--- src/sv/srp_seg_store.sv ---
// ============================================================================
// srp_seg_store
// Single-write, single-read segment memory with registered read data.
// Entry 0 reads as an empty root segment until it is first written.
// ============================================================================
module srp_seg_store #(
   parameter int DEPTH = 64,
   parameter int AW    = 6,
   parameter int DW    = 53
) (
   input  logic          clock,
   input  logic          reset,
   input  logic          wr_en,
   input  logic [AW-1:0] wr_addr,
   input  logic [DW-1:0] wr_data,
   input  logic [AW-1:0] rd_addr,
   output logic [DW-1:0] rd_data
);

   logic [DW-1:0] mem [DEPTH];
   logic [DW-1:0] rd_data_ff;
   logic          fresh_ff;

   always_ff @(posedge clock) begin
      if (wr_en) begin
         mem[wr_addr] <= wr_data;
      end
      if (fresh_ff && rd_addr == '0) begin
         rd_data_ff <= '0;
      end else begin
         rd_data_ff <= mem[rd_addr];
      end
   end

   always_ff @(posedge clock) begin
      if (reset) begin
         fresh_ff <= 1'b1;
      end else if (wr_en && wr_addr == '0) begin
         fresh_ff <= 1'b0;
      end
   end

   assign rd_data = rd_data_ff;

endmodule

--- config.mk ---
export PLATFORM = sky130hd
export DESIGN_NAME = srp_seg_store
export DESIGN_NICKNAME = d
export VERILOG_FILES = /design/src/sv/srp_seg_store.sv
export SDC_FILE = /design/constraint.sdc
export NUM_CORES = 2
export LEC_CHECK = 0
export BUFFER_PORTS_ARGS = -buffer_cell sky130_fd_sc_hd__buf_2
export CORE_MARGIN = 1.5
export CORE_UTILIZATION = 58
export CTS_CLUSTER_DIAMETER = 40
export DETAILED_ROUTE_END_ITERATION = 6
export HOLD_SLACK_MARGIN = 0.06
export PLACE_DENSITY = 0.74
export SETUP_SLACK_MARGIN = 0.2
export SYNTH_ARGS = -nofsm -noshare
export SYNTH_HDL_FRONTEND = slang
export SYNTH_SLANG_ARGS = --single-unit
--- constraint.sdc ---
create_clock -name clock -period 16.95 [get_ports clock]
set_input_delay 3.39 -clock clock [delete_from_list [all_inputs] [get_ports clock]]
set_output_delay 3.39 -clock clock [all_outputs]
set_load 0.1 [all_outputs]
==> results.py <==
metrics = {
    "logic_synthesis": {
        "ys_ff_latch": 3446,
        "ys.flop_type": "edfxtp_1",
        "synthArstFlopShare_pct": 0,
        "yosysUniqueCellTypes": 52,
        "syn-cell-area_sq_um": 131000,
        "syn-mean-instance-area_sq_um": 23.6,
        "yosysWarnings": 0,
        "ys_seq_area_share_pct": 78.8,
        "synth_edf_count": 3392,
        "synth_fp_nets": 5595,
        "syn_inst": 5527,
    },
    "die": {
        "core-area_sq_um": 224000,
        "rows": 174,
        "initial_core_util_pct": 58.3,
        "die_y_um": 478,
        "die-area_sq_um": 228000,
        "die_w_um": 478,
        "io_pins": 121,
    },
    "worst_setup_path": {
        "slowest_delay_ns": 0.70,
        "cpMaxStageDelayCell": "buf_12",
        "cp-end-kind": "flip-flop",
        "cp_common_cell": "buf_12",
        "critical_path_class": "in -> reg",
        "crit_arrival_ns": 7.75,
        "crit_chain": "buf_12 > buf_12 > buf_12 > buf_12 > mux4_2 > mux4_2 > a22oi_1 > nand3_1",
        "worstPathMaxFanout": 107,
        "cp.required_ns": 17.79,
        "critPathLaunchType": "input pin",
    },
    "drt": {
        "via_per_inst": 7.06,
        "wl_um": 364000,
        "antenna_left": 0,
        "vias": 65111,
        "drtPass1Iterations": 6,
        "drtIter0Drc": 10365,
        "route.detailed.drc": 0,
        "wl_per_cell_um": 39.4,
    },
    "clocking": {
        "cts_hold_buffers": 0,
        "cts_setup_buffers": 0,
        "clockRootBuffer": "clkbuf_16",
        "clk_latency_ns": 1.00,
        "clock_sinks": 3446,
        "cts_buffers": 397,
        "htree_num_levels": 5,
        "cts.clk_slew.worst_paths_ns": 0.06,
        "post_cts_resized": 0,
        "clk_path_buf_depth": 4,
        "cts_tree": "built",
    },
    "timing": {
        "final-setup-viol-count": 0,
        "fin_setup_tns_ns": 0,
        "hold_viol_final": 0,
        "fin_ws_ns": 10.05,
        "skew_ns": 0.0476,
        "finalCriticalPeriod_ns": 6.90,
        "min_period_over_period_pct": 40.7,
        "max_freq_ghz": 0.145,
        "rsz0062_at_grt": "no",
        "worst_slew_pin_slew_ns": 1.35,
        "slew_violations": 0,
        "slew-limit-headroom_pct": 10.0,
    },
    "pwr": {
        "clockPowerShare_pct": 45.1,
        "switching_share_pct": 21.9,
        "peakVddDrop_mv": 0.132,
        "pwr-share-comb_pct": 4.9,
        "power.leakage_uw": 0.0468,
        "pwr_density_cell_nw_per_um2": 128,
        "netSwitchingPower_uw": 4150,
        "pwr-share-seq_pct": 50.0,
        "intPower_uw": 14800,
    },
    "finish": {
        "layout-drive-gt1-share_pct": 30.8,
        "area_delta_synth_final_pct": 13.5,
        "nets": 5980,
    },
    "place": {
        "place_ws_ns": 9.02,
        "dp_hpwl_um": 176000,
        "gp_congestion": 0.795,
        "io_buffers": 120,
    },
    "outcome": {
        "status": "finished clean",
    },
    "global_route": {
        "grt_pass1_vias": 65546,
        "grt_use_total_pct": 32.1,
        "antenna_found_initial": 27,
        "grt_max_degree": 131,
        "grt-ovfl-total": 0,
        "grt_pass1_wl_um": 506000,
    },
    "flow_run": {
        "max_cap_violations": 0,
    },
    "hold_path": {
        "timing.hold.worst.class": "reg -> reg",
    },
}
## final cells by class
cell class                 count  area, sq um
tap                         2992         3740
multi-input combinational   1779        26500
fill                       13438        75900
sequential                  3446       103000
antenna                        9         22.5
timing repair buffer         284         1980
clock inverter               237         2740
inverter                       4         27.5
clock buffer                 466        10400
## critical path: cells and delay by family
| kind | cells | cell delay [ns] |
|---|---|---|
| simple gates | 1 | 0.11 |
| mux | 2 | 1.15 |
| buf+inv | 4 | 2.41 |
| compound gates | 1 | 0.24 |
## cells in the mapped netlist, types with 8 or more instances
master | number | area [sq um]
edfxtp_1 | 3392 | 102000
mux4_2 | 906 | 20400
nand2_1 | 162 | 608
mux2i_1 | 159 | 1590
nor2_1 | 109 | 409
buf_2 | 100 | 500
clkbuf_1 | 89 | 334
dfxtp_1 | 54 | 1080
nand3_1 | 50 | 250
buf_4 | 48 | 360
a21oi_1 | 45 | 225
a22oi_1 | 45 | 338
o22ai_1 | 38 | 238
o21ai_0 | 35 | 175
a211oi_1 | 34 | 255
buf_1 | 30 | 113
buf_6 | 30 | 338
mux2_2 | 26 | 293
o221ai_1 | 26 | 228
a31oi_1 | 19 | 119
and2_1 | 16 | 100
nor3_1 | 16 | 80.1
nor2b_1 | 12 | 75.1
and3_1 | 9 | 56.3
o211ai_1 | 9 | 67.6
a221o_1 | 8 | 80.1
nand2b_1 | 8 | 50.1
## per-stage QoR
step	util (%)	cells	area [sq um]	power (uW)	hold WS, ns
after detailed placement	60.3	8505	135000	10600	0.535
after global placement	60.3	8505	135000	10600	0.538
after floorplan	-	5527	131000	10200	0.448
final	66.1	9217	148000	18900	0.553
after global routing	66.1	9214	148000	19400	0.562
after CTS	66.1	9208	148000	19000	0.544
## logic make-up (layout without fill, tap and decap cells)
family                 count (synthesis)  in the layout  synth area share, %
DFF                                 3446           3446                 78.8
muxes                               1091           1091                 17.1
and+or+nand+nor                      397            397                 1.32
buffers and inverters                302            991                 1.28
AOI/OAI and AO/OA                    291            291                 1.54
other                                  0              9                    0
## state kept, by name, summed over array words and instances, names as in the netlist
name / flops
fresh_ff: 1
mem: 3392
rd_data: 53
## power groups by stage
| stage | Sequential, uW | Combinational [uW] | Clock [uW] |
|---|---|---|---|
| 2_1_floorplan | 9760 | 469 | 0 |
| 3_3_place_gp | 9650 | 902 | 0 |
| 3_5_place_dp | 9650 | 918 | 0 |
| 4_1_cts | 9480 | 928 | 8570 |
| 5_1_grt | 9480 | 971 | 8910 |
| 6_report | 9470 | 931 | 8540 |
## layer usage
| metal | vias up | global-route usage, % | part of all wire [%] |
|---|---|---|---|
| li1 | 24492 | - | - |
| met1 | 34316 | 44.1 | 34 |
| met2 | 5296 | 49.8 | 47 |
| met3 | 983 | 8.34 | 14 |
| met4 | 24 | 13.2 | 4.8 |
| met5 | - | 0 | 0.039 |
## cells in the final DEF, fill, tap and decap left out, types with 38 or more instances in the layout
| cell type | count |
|---|---|
| a21oi_1 | 45 |
| nand2_1 | 162 |
| clkbuf_1 | 55 |
| clkbuf_16 | 399 |
| edfxtp_1 | 3392 |
| nor2_1 | 46 |
| dfxtp_1 | 54 |
| mux4_2 | 906 |
| buf_4 | 157 |
| nand3_1 | 50 |
| inv_6 | 45 |
| nor2_4 | 63 |
| o22ai_1 | 38 |
| mux2i_1 | 159 |
| buf_2 | 115 |
| bufinv_16 | 41 |
| a22oi_1 | 45 |
## worst paths after layout
kind | from | endpoint | depth (start not counted) | slack (ns)
max | rd_addr[0] | rd_data[45] | 8 | 10.05
min | fresh_ff | fresh_ff | 2 | 0.55
max reg2reg | fresh_ff | rd_data[39] | 5 | 14.03
min reg2reg | fresh_ff | fresh_ff | 2 | 0.55
No activity file was read; power rests on OpenSTA's default activity.
